`src/design/skt_pkg.sv`:
```
// Shared types and constants for the three-axis scalar Kalman filter.
package skt_pkg;

  typedef logic [2:0] pc_t;
  typedef logic [4:0] cnt_t;

  localparam pc_t PC_IDLE = 3'd0;
  localparam pc_t PC_PRED = 3'd1;
  localparam pc_t PC_DIV  = 3'd2;
  localparam pc_t PC_MULI = 3'd3;
  localparam pc_t PC_MUL  = 3'd4;
  localparam pc_t PC_WB   = 3'd5;
  localparam pc_t PC_OUT  = 3'd6;

  localparam cnt_t DIV_ITER_LAST = 5'd29;
  localparam cnt_t MUL_ITER_LAST = 5'd30;

  localparam logic REG_PROCESS_NOISE     = 1'b0;
  localparam logic REG_MEASUREMENT_NOISE = 1'b1;

  localparam logic [31:0] PROCESS_NOISE_RESET     = 32'd107374182;
  localparam logic [31:0] MEASUREMENT_NOISE_RESET = 32'd107374;

  typedef enum logic [2:0] {
    OP_NONE  = 3'd0,
    OP_LATCH = 3'd1,
    OP_PRED  = 3'd2,
    OP_DIV   = 3'd3,
    OP_MULI  = 3'd4,
    OP_MUL   = 3'd5,
    OP_WB    = 3'd6,
    OP_OUT   = 3'd7
  } op_e;

  typedef enum logic [2:0] {
    COND_NEXT     = 3'd0,
    COND_WAIT_IN  = 3'd1,
    COND_BAD      = 3'd2,
    COND_LOOP     = 3'd3,
    COND_WAIT_OUT = 3'd4,
    COND_ALWAYS   = 3'd5
  } cond_e;

  typedef struct packed {
    op_e   op;
    cond_e cond;
    pc_t   target;
    logic  cnt_ld;
    cnt_t  cnt_val;
  } uword_t;

  typedef struct packed {
    op_e  op;
    logic go;
    logic idle;
  } ctrl_t;

  typedef struct packed {
    logic in_fire;
    logic out_free;
    logic bad;
  } seq_stat_t;

endpackage

```
`src/design/skt_ucode_rom.sv`:
```
// Read-only control store holding the filter update program.
module skt_ucode_rom (
  input  skt_pkg::pc_t    pc_i,
  output skt_pkg::uword_t uword_o
);
  import skt_pkg::*;

  always_comb begin
    uword_o = '{op: OP_NONE, cond: COND_ALWAYS, target: PC_IDLE, cnt_ld: 1'b0, cnt_val: '0};
    case (pc_i)
      PC_IDLE: begin
        uword_o = '{op: OP_LATCH, cond: COND_WAIT_IN, target: PC_IDLE, cnt_ld: 1'b0,
                    cnt_val: '0};
      end
      PC_PRED: begin
        uword_o = '{op: OP_PRED, cond: COND_BAD, target: PC_OUT, cnt_ld: 1'b1,
                    cnt_val: DIV_ITER_LAST};
      end
      PC_DIV: begin
        uword_o = '{op: OP_DIV, cond: COND_LOOP, target: PC_DIV, cnt_ld: 1'b0,
                    cnt_val: '0};
      end
      PC_MULI: begin
        uword_o = '{op: OP_MULI, cond: COND_NEXT, target: PC_IDLE, cnt_ld: 1'b1,
                    cnt_val: MUL_ITER_LAST};
      end
      PC_MUL: begin
        uword_o = '{op: OP_MUL, cond: COND_LOOP, target: PC_MUL, cnt_ld: 1'b0,
                    cnt_val: '0};
      end
      PC_WB: begin
        uword_o = '{op: OP_WB, cond: COND_NEXT, target: PC_IDLE, cnt_ld: 1'b0,
                    cnt_val: '0};
      end
      PC_OUT: begin
        uword_o = '{op: OP_OUT, cond: COND_WAIT_OUT, target: PC_IDLE, cnt_ld: 1'b0,
                    cnt_val: '0};
      end
      default: begin
        uword_o = '{op: OP_NONE, cond: COND_ALWAYS, target: PC_IDLE, cnt_ld: 1'b0,
                    cnt_val: '0};
      end
    endcase
  end

endmodule

```
`src/design/skt_sequencer.sv`:
```
// Microcode sequencer: step counter, loop counter and conditional jumps.
module skt_sequencer (
  input  logic               clk_i,
  input  logic               rst_ni,
  input  skt_pkg::seq_stat_t stat_i,
  output skt_pkg::ctrl_t     ctrl_o
);
  import skt_pkg::*;

  pc_t    pc_q, pc_d;
  cnt_t   cnt_q, cnt_d;
  uword_t uw;
  logic   go;
  pc_t    pc_inc;

  skt_ucode_rom u_rom (
    .pc_i    (pc_q),
    .uword_o (uw)
  );

  assign pc_inc = pc_t'(pc_q + 3'd1);

  always_comb begin
    go    = 1'b1;
    pc_d  = pc_q;
    cnt_d = cnt_q;
    case (uw.cond)
      COND_NEXT: begin
        pc_d = pc_inc;
      end
      COND_WAIT_IN: begin
        go   = stat_i.in_fire;
        pc_d = stat_i.in_fire ? pc_inc : pc_q;
      end
      COND_BAD: begin
        pc_d = stat_i.bad ? uw.target : pc_inc;
      end
      COND_LOOP: begin
        if (cnt_q != '0) begin
          pc_d  = uw.target;
          cnt_d = cnt_t'(cnt_q - 5'd1);
        end else begin
          pc_d = pc_inc;
        end
      end
      COND_WAIT_OUT: begin
        go   = stat_i.out_free;
        pc_d = stat_i.out_free ? uw.target : pc_q;
      end
      COND_ALWAYS: begin
        pc_d = uw.target;
      end
      default: begin
        go   = 1'b0;
        pc_d = PC_IDLE;
      end
    endcase
    if (go && uw.cnt_ld) begin
      cnt_d = uw.cnt_val;
    end
  end

  always_ff @(posedge clk_i or negedge rst_ni) begin
    if (!rst_ni) begin
      pc_q  <= PC_IDLE;
      cnt_q <= '0;
    end else begin
      pc_q  <= pc_d;
      cnt_q <= cnt_d;
    end
  end

  assign ctrl_o.op   = uw.op;
  assign ctrl_o.go   = go;
  assign ctrl_o.idle = (pc_q == PC_IDLE);

endmodule

```
`src/design/skt_datapath.sv`:
```
// Filter datapath: per-axis state, shift-subtract divider, shift-add multipliers.
module skt_datapath #(
  parameter int NUM_AXES    = 3,
  parameter int ANGLE_WIDTH = 32
) (
  input  logic                   clk_i,
  input  logic                   rst_ni,
  input  skt_pkg::ctrl_t         ctrl_i,
  input  logic [1:0]             axis_i,
  input  logic [ANGLE_WIDTH-1:0] raw_angle_i,
  input  logic [31:0]            process_noise_i,
  input  logic [31:0]            measurement_noise_i,
  input  logic                   out_ready_i,
  output logic                   bad_o,
  output logic                   out_free_o,
  output logic                   out_valid_o,
  output logic [1:0]             axis_out_o,
  output logic [ANGLE_WIDTH-1:0] filtered_angle_o,
  output logic                   variance_saturated_o
);
  import skt_pkg::*;

  localparam int IdxW  = (NUM_AXES > 1) ? $clog2(NUM_AXES) : 1;
  localparam int AW    = ANGLE_WIDTH;
  localparam int MagW  = AW + 1;
  localparam int AccW  = AW + 2;
  localparam int FracW = 30;
  localparam int KW    = FracW + 1;
  localparam int PW    = 32;
  localparam int PaW   = AccW + KW;
  localparam int PbW   = PW + 1 + KW;
  localparam int CorrW = PaW - FracW;
  localparam int PnW   = PbW - FracW;
  localparam logic [KW-1:0] KOne = {1'b1, {FracW{1'b0}}};

  logic [1:0]      axis_q;
  logic [AW-1:0]   raw_q;
  logic            bad_q;
  logic            sat_q;
  logic [PW-1:0]   pp_q;
  logic [PW:0]     den_q;
  logic            kone_q;
  logic [PW:0]     rem_q;
  logic [FracW-1:0] quot_q;
  logic [MagW-1:0] mag_q;
  logic            neg_q;
  logic [AW-1:0]   x_q;
  logic [PaW-1:0]  pa_q;
  logic [PbW-1:0]  pb_q;
  logic [AW-1:0]   est_q [NUM_AXES];
  logic [PW-1:0]   var_q [NUM_AXES];
  logic            ov_q;
  logic [1:0]      oaxis_q;
  logic [AW-1:0]   oangle_q;
  logic            osat_q;

  logic [IdxW-1:0] idx;
  logic [AW-1:0]   est_cur;
  logic [PW:0]     pp_sum;
  logic [PW-1:0]   pp_new;
  logic [PW:0]     den_new;
  logic [MagW-1:0] diff;
  logic [MagW-1:0] mag_new;
  logic [PW+1:0]   rs;
  logic [PW+1:0]   rs_sub;
  logic            ge;
  logic [KW-1:0]   k;
  logic [KW-1:0]   kc;
  logic [AccW-1:0] ta;
  logic [PW:0]     tb;
  logic [CorrW-1:0] corr_full;
  logic [MagW-1:0] corr;
  logic [MagW-1:0] xn;
  logic [PnW-1:0]  p_full;
  logic            step;

  assign step    = ctrl_i.go;
  assign idx     = IdxW'(axis_q);
  assign est_cur = est_q[idx];

  assign pp_sum  = {1'b0, var_q[idx]} + {1'b0, process_noise_i};
  assign pp_new  = pp_sum[PW] ? '1 : pp_sum[PW-1:0];
  assign den_new = {1'b0, pp_new} + {1'b0, measurement_noise_i};
  assign diff    = {raw_q[AW-1], raw_q} - {est_cur[AW-1], est_cur};
  assign mag_new = diff[AW] ? (~diff + MagW'(1)) : diff;

  assign rs     = {rem_q, 1'b0};
  assign rs_sub = rs - {1'b0, den_q};
  assign ge     = (rs >= {1'b0, den_q});

  assign k  = kone_q ? KOne : {1'b0, quot_q};
  assign kc = KOne - k;

  assign ta = pa_q[PaW-1:KW] + (pa_q[0] ? {1'b0, mag_q} : '0);
  assign tb = pb_q[PbW-1:KW] + (pb_q[0] ? {1'b0, pp_q} : '0);

  assign corr_full = pa_q[PaW-1:FracW] + CorrW'(pa_q[FracW-1]);
  assign corr      = corr_full[MagW-1:0];
  assign xn        = neg_q ? ({x_q[AW-1], x_q} - corr) : ({x_q[AW-1], x_q} + corr);
  assign p_full    = pb_q[PbW-1:FracW] + PnW'(pb_q[FracW-1]);

  always_ff @(posedge clk_i) begin
    if (step) begin
      case (ctrl_i.op)
        OP_LATCH: begin
          axis_q <= axis_i;
          raw_q  <= raw_angle_i;
          bad_q  <= (32'(axis_i) >= 32'(NUM_AXES));
        end
        OP_PRED: begin
          pp_q   <= pp_new;
          sat_q  <= pp_sum[PW];
          den_q  <= den_new;
          kone_q <= (measurement_noise_i == '0);
          rem_q  <= {1'b0, pp_new};
          mag_q  <= mag_new;
          neg_q  <= diff[AW];
          x_q    <= est_cur;
        end
        OP_DIV: begin
          rem_q  <= ge ? rs_sub[PW:0] : rs[PW:0];
          quot_q <= {quot_q[FracW-2:0], ge};
        end
        OP_MULI: begin
          pa_q <= {{AccW{1'b0}}, k};
          pb_q <= {{(PW + 1){1'b0}}, kc};
        end
        OP_MUL: begin
          pa_q <= {ta, pa_q[KW-1:0]} >> 1;
          pb_q <= {tb, pb_q[KW-1:0]} >> 1;
        end
        OP_WB: begin
          x_q <= xn[AW-1:0];
        end
        OP_OUT: begin
          oaxis_q  <= axis_q;
          oangle_q <= bad_q ? '0 : x_q;
          osat_q   <= bad_q ? 1'b0 : sat_q;
        end
        default: begin
        end
      endcase
    end
  end

  always_ff @(posedge clk_i or negedge rst_ni) begin
    if (!rst_ni) begin
      for (int i = 0; i < NUM_AXES; i++) begin
        est_q[i] <= '0;
        var_q[i] <= '0;
      end
    end else if (step && ctrl_i.op == OP_WB) begin
      for (int i = 0; i < NUM_AXES; i++) begin
        if (idx == IdxW'(i)) begin
          est_q[i] <= xn[AW-1:0];
          var_q[i] <= p_full[PW-1:0];
        end
      end
    end
  end

  always_ff @(posedge clk_i or negedge rst_ni) begin
    if (!rst_ni) begin
      ov_q <= 1'b0;
    end else if (step && ctrl_i.op == OP_OUT) begin
      ov_q <= 1'b1;
    end else if (out_ready_i) begin
      ov_q <= 1'b0;
    end
  end

  assign bad_o                = bad_q;
  assign out_free_o           = !ov_q || out_ready_i;
  assign out_valid_o          = ov_q;
  assign axis_out_o           = oaxis_q;
  assign filtered_angle_o     = oangle_q;
  assign variance_saturated_o = osat_q;

endmodule

```
`src/design/scalar_kalman_three_axis.sv`:
```
// Top level of the three-axis scalar Kalman filter.
//
// Each input beat on the slave stream carries one raw angle sample (signed
// Q16.16) in tdata and its axis in tuser. The block predicts the variance of
// that axis, forms the gain with a restoring divider of one quotient bit per
// cycle, applies it with two shift-add multipliers of one gain bit per cycle,
// and sends one beat on the master stream: the new estimate in tdata, the
// axis and a variance saturation flag in tuser.
// The control program runs 30 divider steps and 31 multiplier steps for
// each item; a new beat is accepted once the program has returned to its
// first step. An axis outside the filter's range leaves all state alone
// and returns a beat with a zero estimate and a clear flag.
// Reset clears every estimate and variance and loads the noise registers with
// their default values. A stalled receiver holds the result in the output
// register; the next item is accepted and computed meanwhile and waits for
// that register to drain. Noise registers must be written through the plain
// write port only while the filter is idle; the block does not enforce it.
module scalar_kalman_three_axis #(
  parameter int NUM_AXES    = 3,
  parameter int ANGLE_WIDTH = 32
) (
  input  logic                                  clk_i,
  input  logic                                  rst_ni,
  input  logic                                  s_axis_tvalid,
  output logic                                  s_axis_tready,
  // raw_angle
  input  logic [((ANGLE_WIDTH + 7) / 8) * 8-1:0] s_axis_tdata,
  // axis
  input  logic [1:0]                            s_axis_tuser,
  output logic                                  m_axis_tvalid,
  input  logic                                  m_axis_tready,
  // filtered_angle
  output logic [((ANGLE_WIDTH + 7) / 8) * 8-1:0] m_axis_tdata,
  // axis_out, variance_saturated
  output logic [2:0]                            m_axis_tuser,
  input  logic                                  cfg_we_i,
  input  logic                                  cfg_idx_i,
  input  logic [31:0]                           cfg_data_i
);
  import skt_pkg::*;

  localparam int DataW = ((ANGLE_WIDTH + 7) / 8) * 8;

  logic [31:0]            process_noise_q;
  logic [31:0]            measurement_noise_q;
  ctrl_t                  ctrl;
  seq_stat_t              stat;
  logic                   bad;
  logic                   out_free;
  logic [1:0]             axis_out;
  logic [ANGLE_WIDTH-1:0] filtered_angle;
  logic                   variance_saturated;

  always_ff @(posedge clk_i or negedge rst_ni) begin
    if (!rst_ni) begin
      process_noise_q     <= PROCESS_NOISE_RESET;
      measurement_noise_q <= MEASUREMENT_NOISE_RESET;
    end else if (cfg_we_i) begin
      case (cfg_idx_i)
        REG_PROCESS_NOISE:     process_noise_q     <= cfg_data_i;
        REG_MEASUREMENT_NOISE: measurement_noise_q <= cfg_data_i;
        default: begin
        end
      endcase
    end
  end

  assign s_axis_tready = ctrl.idle;
  assign stat.in_fire  = s_axis_tvalid && ctrl.idle;
  assign stat.out_free = out_free;
  assign stat.bad      = bad;

  skt_sequencer u_seq (
    .clk_i  (clk_i),
    .rst_ni (rst_ni),
    .stat_i (stat),
    .ctrl_o (ctrl)
  );

  skt_datapath #(
    .NUM_AXES    (NUM_AXES),
    .ANGLE_WIDTH (ANGLE_WIDTH)
  ) u_dp (
    .clk_i                (clk_i),
    .rst_ni               (rst_ni),
    .ctrl_i               (ctrl),
    .axis_i               (s_axis_tuser),
    .raw_angle_i          (s_axis_tdata[ANGLE_WIDTH-1:0]),
    .process_noise_i      (process_noise_q),
    .measurement_noise_i  (measurement_noise_q),
    .out_ready_i          (m_axis_tready),
    .bad_o                (bad),
    .out_free_o           (out_free),
    .out_valid_o          (m_axis_tvalid),
    .axis_out_o           (axis_out),
    .filtered_angle_o     (filtered_angle),
    .variance_saturated_o (variance_saturated)
  );

  assign m_axis_tdata = DataW'(filtered_angle);
  assign m_axis_tuser = {variance_saturated, axis_out};

endmodule
```
`config.mk`:
```
export PLATFORM = sky130hd
export DESIGN_NAME = scalar_kalman_three_axis
export DESIGN_NICKNAME = d
export VERILOG_FILES = /design/src/design/skt_pkg.sv /design/src/design/skt_ucode_rom.sv /design/src/design/skt_sequencer.sv /design/src/design/skt_datapath.sv /design/src/design/scalar_kalman_three_axis.sv
export SDC_FILE = /design/constraint.sdc
export NUM_CORES = 2
export LEC_CHECK = 0
export CORE_ASPECT_RATIO = 0.8
export CORE_MARGIN = 4
export CORE_UTILIZATION = 35
export CTS_CLUSTER_DIAMETER = 30
export DETAILED_ROUTE_END_ITERATION = 10
export DONT_BUFFER_PORTS = 1
export PLACE_DENSITY = 0.6
export SLEW_MARGIN = 20
export SYNTH_ARGS = -nofsm -noshare
export SYNTH_HDL_FRONTEND = slang
export SYNTH_SLANG_ARGS = --single-unit
```
`constraint.sdc`:
```
create_clock -name clk_i -period 27.9 [get_ports clk_i]
set_clock_uncertainty 0.1 [all_clocks]
set_input_delay 2.79 -clock clk_i [delete_from_list [all_inputs] [get_ports clk_i]]
set_output_delay 2.79 -clock clk_i [all_outputs]
set_load 0.005 [all_outputs]
```
# After elaboration in Yosys (flattened, before gate mapping)
# Cells that the tools add are included.
# classes
n_eq_ne	22
mux	29
shift	0
bitwise	3
n_reduce_logical	32
n_addsub	14
div	0
multipliers	0
n_lt_le_gt_ge	3
# ops
cell	count
32-bit 2-to-1 mux	8
65-bit one-hot mux with 2 select lines	1
32-bit binary-select mux with 2-bit select	2
64-bit one-hot mux with 2 select lines	1
15-bit one-hot mux with 7 select lines	1
32-bit by 32-bit adder with 33-bit output	2
33-bit 2-to-1 mux	2
33-bit one-hot mux with 2 select lines	1
32-bit by 1-bit adder with 32-bit output	2
32-bit one-hot mux with 2 select lines	1
34-bit by 33-bit adder with 34-bit output	1
34-bit by 33-bit >= comparator with 1-bit output	1
33-bit by 1-bit adder with 33-bit output (second input constant)	1
33-bit by 32-bit adder with 33-bit output	1
33-bit NOT	1
32-bit by 32-bit subtractor with 33-bit output	1
33-bit subtractor	1
32-bit adder	1
32-bit zero test	1
32-bit subtractor	1
31-bit 2-to-1 mux	1
31-bit subtractor (first input constant)	1
2-bit AND reduction	14
3-bit == test (second input constant)	9
other kinds (25)	47
# totals
register_bits	660
mem_bits_ro	0
elab_cells	132
mem_bits_rw	0
in_bits	72
out_inout_bits	37
latchBits	0
n_memories	0

# Longest topological paths before layout
# depth
ltp_word	8
ltp_mapped	29
ltp_nobuf	26

# Cells and area by module
# From an unflattened synthesis, not the netlist that was laid out.
# unflattened
cells_unflattened	4233
area_unflattened_um2	41116.9
# modules_own_cells
module	instances	seq_area_each_um2	area_each_um2	cells_per_inst
skt_datapath	1	16631.0	37875.1	4011
scalar_kalman_three_axis	1	1631.6	2469.9	139
skt_sequencer	1	200.2	611.8	61
skt_ucode_rom	1	0.0	160.2	22

# Worst setup path after synthesis
# Ideal clock, no wire load.
# synth_path
kind	input to register
startpoint	input s_axis_tvalid
endpoint	register u_dp.pa_q[0], enable pin
t_arrival_ns	12.178
setup_slack_ns	14.827
path_stages	3
required_ns	27.005
path_buffers	0
setup_time_ns	0.795
path_cell_list	a21oi_1 -> nand4_1 -> nor3b_1
# synth_between
elab_chain_len	3
# synth_lines
element	line	source
start, declared	scalar_kalman_three_axis.sv:24	input logic s_axis_tvalid,
1-bit logical AND	scalar_kalman_three_axis.sv:69	assign stat.in_fire = s_axis_tvalid && ctrl.idle;
1-bit one-hot mux with 3 select lines	skt_sequencer.sv:27	case (uw.cond)
2-bit AND reduction (no line)	-	
end signal, assigned	skt_datapath.sv:125	pa_q <= {{AccW{1'b0}}, k};
end signal, assigned	skt_datapath.sv:129	pa_q <= {ta, pa_q[KW-1:0]} >> 1;
end, declared	skt_datapath.sv:48	logic [PaW-1:0] pa_q;
# No other way between the ends.
# A chain may end at the register's enable or synchronous reset.

# Worst setup path in the final report
# layout_path
startpoint	register u_dp.axis_q[1]
endpoint	register u_dp.den_q[29] (data pin)
# layout_between
elab_chain_len	7
# layout_lines
element	line	source
start, declared	skt_datapath.sv:36	logic [1:0] axis_q;
start signal, assigned	skt_datapath.sv:106	axis_q <= axis_i;
2-bit NOT with 3-bit output (implied by the code)	skt_datapath.sv:81	assign pp_sum = {1'b0, var_q[idx]} + {1'b0, process_noise_i};
32-bit binary-select mux with 2-bit select	skt_datapath.sv:81	
32-bit 2-to-1 mux (implied by the code) (2 in a row)	skt_datapath.sv:81	
32-bit by 32-bit adder with 33-bit output	skt_datapath.sv:81	
via u_dp.pp_sum[32]	skt_datapath.sv:59	logic [PW:0] pp_sum;
32-bit 2-to-1 mux	skt_datapath.sv:82	assign pp_new = pp_sum[PW] ? '1 : pp_sum[PW-1:0];
via u_dp.pp_new[1]	skt_datapath.sv:60	logic [PW-1:0] pp_new;
32-bit by 32-bit adder with 33-bit output	skt_datapath.sv:83	assign den_new = {1'b0, pp_new} + {1'b0, measurement_noise_i};
via u_dp.den_new[29]	skt_datapath.sv:61	logic [PW:0] den_new;
end signal, assigned	skt_datapath.sv:113	den_q <= den_new;
end, declared	skt_datapath.sv:41	logic [PW:0] den_q;
# The timed path passes the listed nets, and every way through them passes these cells. The select of a mux whose other input is x is not followed.

==> key figures <==
CTS
  – H-tree Lvls: 4
  – CTS max path bufs: 3
  – Cts hold-fix bufs: 0
  – Setup bufs post-CTS: 0
  – TritonCTS clock tree: done
  – CTS root buffer: clkbuf_16
  – CTS Buf Count: 153
  – CTS Sinks: between 600 and 700
  – Post_cts resized: 0
  – Clk_lat worst skew: between 0.7 and 0.8 ns
  – Reg clk slew, reported paths: approximately 0.050 ns

Logic synthesis
  – #FFs+latches synth: ~660
  – YS warnings: 0
  – Syn Inst Count: around 4,200
  – Sequential area share after synthesis: 0.453
  – Ys async rst share: 0.403
  – Syn avg cell area: ~10 µm²
  – Ys flop type: edfxtp_1
  – Mapped cell area: between 40,000 and 50,000 µm²
  – Syn Nets: between 4,000 and 5,000
  – EDFF count, synth: between 300 and 400
  – Library cells used by synthesis: 96

Critical path
  – CP Data Required Time: approximately 28 ns
  – Critical Path Max Stage Delay: approximately 0.55 ns
  – CP dominant cell by count: buf_4
  – Max FO, Critical Path: 32
  – WP data arrival: 8.80 ns
  – CP endpoint kind: flip-flop
  – WS Path Type: reg -> reg
  – Startpoint Class: flip-flop
  – Worst-path cell with the longest stage delay: a2111oi_0

Power and ir drop
  – Power density over cell area: 131 nW/µm²
  – Clk network pwr share: 0.296
  – Power share of the combinational group: 0.432
  – Reg power frac: 0.272
  – Pwr Total: around 6300 µW
  – P_sw: approximately 2500 µW
  – Maximum vdd drop: ~60 µV
  – P_int: roughly 3800 µW
  – Static leakage: approximately 0.019 µW
  – Sw Share: 0.394

Place
  – Final Wtd Congestion: roughly 0.89
  – Input/output buffers: 0
  – Pre-CTS setup slack: 19.73 ns
  – Area post-placement: approximately 42,000 µm²
  – Placed Instances: between 5,000 and 6,000
  – DP HPWL: between 70,000 and 80,000 µm

STA
  – Crit path time final: approximately 8.4 ns
  – Slew @ Worst Pin: 1.09 ns
  – Max Fclk: 119 MHz
  – Final setup viols: 0
  – Max_slew headroom: 0.254
  – RSZ-0062 raised after global routing: no
  – Fin worst setup slack: around 19 ns
  – Fin. Hold Viols: 0
  – Period utilization: 0.302
  – Setup TNS: 0 ns
  – Final slew viol count: 0

Routing
  – Post-Route WL: around 110,000 µm
  – DR vias/cell: roughly 5.4
  – Routed len/inst: ~19 µm
  – Initial drt markers: 2,452
  – Post-route ant nets: 0
  – Initial DRT Pass Iterations: 5
  – Vias: approximately 31,000
  – Drc violations: 0

Die
  – Starting Density: 0.354
  – Total Die Area: around 120,000 µm²
  – Die Span Y: 313 µm
  – Die Width: roughly 390 µm
  – # rows: around 110
  – Number of I/O pins: between 100 and 150
  – Core area: 115,000 µm²

Finish
  – Most common cell after layout, fill and taps aside: nand2_1
  – Most frequent cells in the layout: nand2_1, edfxtp_1, nor2_1, o21ai_0, a21oi_1
  – NumNets Final: around 4,500
  – Layout cells sized above 1: 0.110
  – Synthesis-to-finish area growth: 17.3%
  – Final Cell Area: about 48,000 µm²
  – Fin cells: ~5,800

Global routing
  – Initial antenna violation count: 2
  – Pin count of the biggest net entering global routing: 266
  – Global-route usage over all layers: 0.175
  – Number of global-route vias before repair: between 30,000 and 40,000
  – First-pass GRT wire length: ~170,000 µm
  – Grt total ovfl: 0

Status
  – Outcome: completed

Job
  – Max-cap violations: 0

Min path
  – Worst Hold Class: reg -> reg
==> synth_stat cells, types with 8 or more instances <==
| cell type | number | area [µm²] |
|---|---|---|
| edfxtp_1 | 393 | 11800 |
| nand2b_1 | 42 | 263 |
| a211oi_1 | 26 | 195 |
| mux2_2 | 88 | 991 |
| o22ai_1 | 13 | 81.3 |
| and2_1 | 72 | 450 |
| buf_1 | 23 | 86.3 |
| a22oi_1 | 12 | 90.1 |
| a311oi_1 | 12 | 105 |
| and3_1 | 39 | 244 |
| nor2b_1 | 72 | 450 |
| a31oi_1 | 46 | 288 |
| buf_2 | 9 | 45.0 |
| xor2_1 | 122 | 1070 |
| clkbuf_1 | 142 | 533 |
| or2_2 | 16 | 100 |
| or3_1 | 23 | 144 |
| dfstp_2 | 24 | 631 |
| a211o_1 | 9 | 78.8 |
| xnor2_1 | 178 | 1560 |
| o31a_1 | 9 | 78.8 |
| nor2_1 | 323 | 1210 |
| o21ai_0 | 316 | 1580 |
| dfrtp_1 | 241 | 6030 |
| nor4_1 | 24 | 150 |
| and4_1 | 9 | 78.8 |
| a21oi_1 | 292 | 1460 |
| nand2_1 | 494 | 1850 |
| a41oi_1 | 8 | 70.1 |
| nand4_1 | 49 | 307 |
| o21a_1 | 59 | 443 |
| nand3_1 | 92 | 460 |
| o31ai_1 | 23 | 173 |
| a21o_1 | 121 | 908 |
| inv_1 | 129 | 484 |
| ha_1 | 238 | 2980 |
| nor3b_1 | 10 | 75.1 |
| a2111oi_0 | 10 | 87.6 |
| mux2i_1 | 103 | 1030 |
| nor3_1 | 74 | 370 |
| o21bai_1 | 24 | 180 |
| o211ai_1 | 17 | 128 |
==> through the flow <==
step	hold slack, ns	util
detailed placement	0.362	0.368
CTS	0.374	0.416
global route	0.393	0.416
finish	0.372	0.416
floorplan	0.324	-
global placement	0.357	0.368
==> critical path, delay by kind of cell, from the launching register on <==
kind	cells	cell delay, ns
AND/OR/NAND/NOR	6	1.61
AO/OA/AOI/OAI	14	3.48
flip-flops	1	0.38
buffers and inverters	7	1.84
XOR/XNOR	1	0.08
adder cells (fa/ha/maj)	2	0.60
==> layer usage <==
metal / global-route usage / wire length, µm / vias up
met5: 0 / 20 / -
met4: 0.0556 / 2500 / 2
met3: 0.0300 / 5330 / 167
met2: 0.265 / 47900 / 718
met1: 0.254 / 53200 / 15160
li1: - / - / 15235
==> registers in the layout (all words and copies together) (netlist names), 3 cells and up <==
register and flops:
u_dp.est_q 96, u_dp.var_q 96, measurement_noise_q 32, u_dp.pp_q 32, u_seq.cnt_q 5, u_seq.pc_q 3, u_dp.pa_q 64, u_dp.raw_q 32
u_dp.filtered_angle_o 32, u_dp.quot_q 30, u_dp.x_q 32, u_dp.rem_q 33, u_dp.den_q 33, u_dp.pb_q 63, u_dp.mag_q 33, process_noise_q 32
==> final timing paths <==
kind                                                  from                         end  slack, ns  cells past startpoint
worst max-delay path              u_dp.axis_q[1]$_DFFE_PP_    u_dp.den_q[29]$_DFFE_PP_      19.49                     30
worst min-delay path            u_dp.var_q[49]$_DFFE_PN0P_  u_dp.var_q[49]$_DFFE_PN0P_       0.37                      2
worst max register to register    u_dp.axis_q[1]$_DFFE_PP_    u_dp.den_q[29]$_DFFE_PP_      19.49                     30
worst min register to register  u_dp.var_q[49]$_DFFE_PN0P_  u_dp.var_q[49]$_DFFE_PN0P_       0.37                      2
max in group asynchronous                           rst_ni  u_dp.var_q[33]$_DFFE_PN0P_      25.49                      0
min in group asynchronous                           rst_ni  u_dp.est_q[76]$_DFFE_PN0P_       1.66                      0
==> power by group through the flow <==
| stage | Sequential (µW) | Combinational, µW | Clock (µW) |
|---|---|---|---|
| after floorplan | 1660 | 2080 | 0 |
| after global placement | 1710 | 2640 | 0 |
| after detailed placement | 1720 | 2680 | 0 |
| after CTS | 1710 | 2700 | 1890 |
| after global routing | 1740 | 3030 | 1940 |
| final | 1710 | 2710 | 1860 |
==> area by class of cell <==
class | instances | area (µm²)
clock inverter | 96 | 1240
multi-input combinational | 3198 | 21200
sequential | 658 | 18500
tap | 1525 | 1910
inverter | 132 | 495
fill | 10997 | 67200
clock buffer | 191 | 4200
antenna | 1 | 2.50
timing repair buffer | 38 | 298
==> cells by family (layout without fill, tap and decap cells) <==
| group | after synthesis | in the layout | synth area share |
|---|---|---|---|
| xor gates and xnor gates | 300 | 300 | 0.0645 |
| adders and majority gates | 245 | 245 | 0.0765 |
| and+or+nand+nor | 1374 | 1374 | 0.159 |
| DFF | 658 | 658 | 0.453 |
| other | 0 | 1 | 0 |
| muxes | 191 | 191 | 0.0496 |
| buffers and inverters | 308 | 457 | 0.0288 |
| AOI/OAI and AO/OA | 1088 | 1088 | 0.168 |
(Power assumes the default switching activity.)
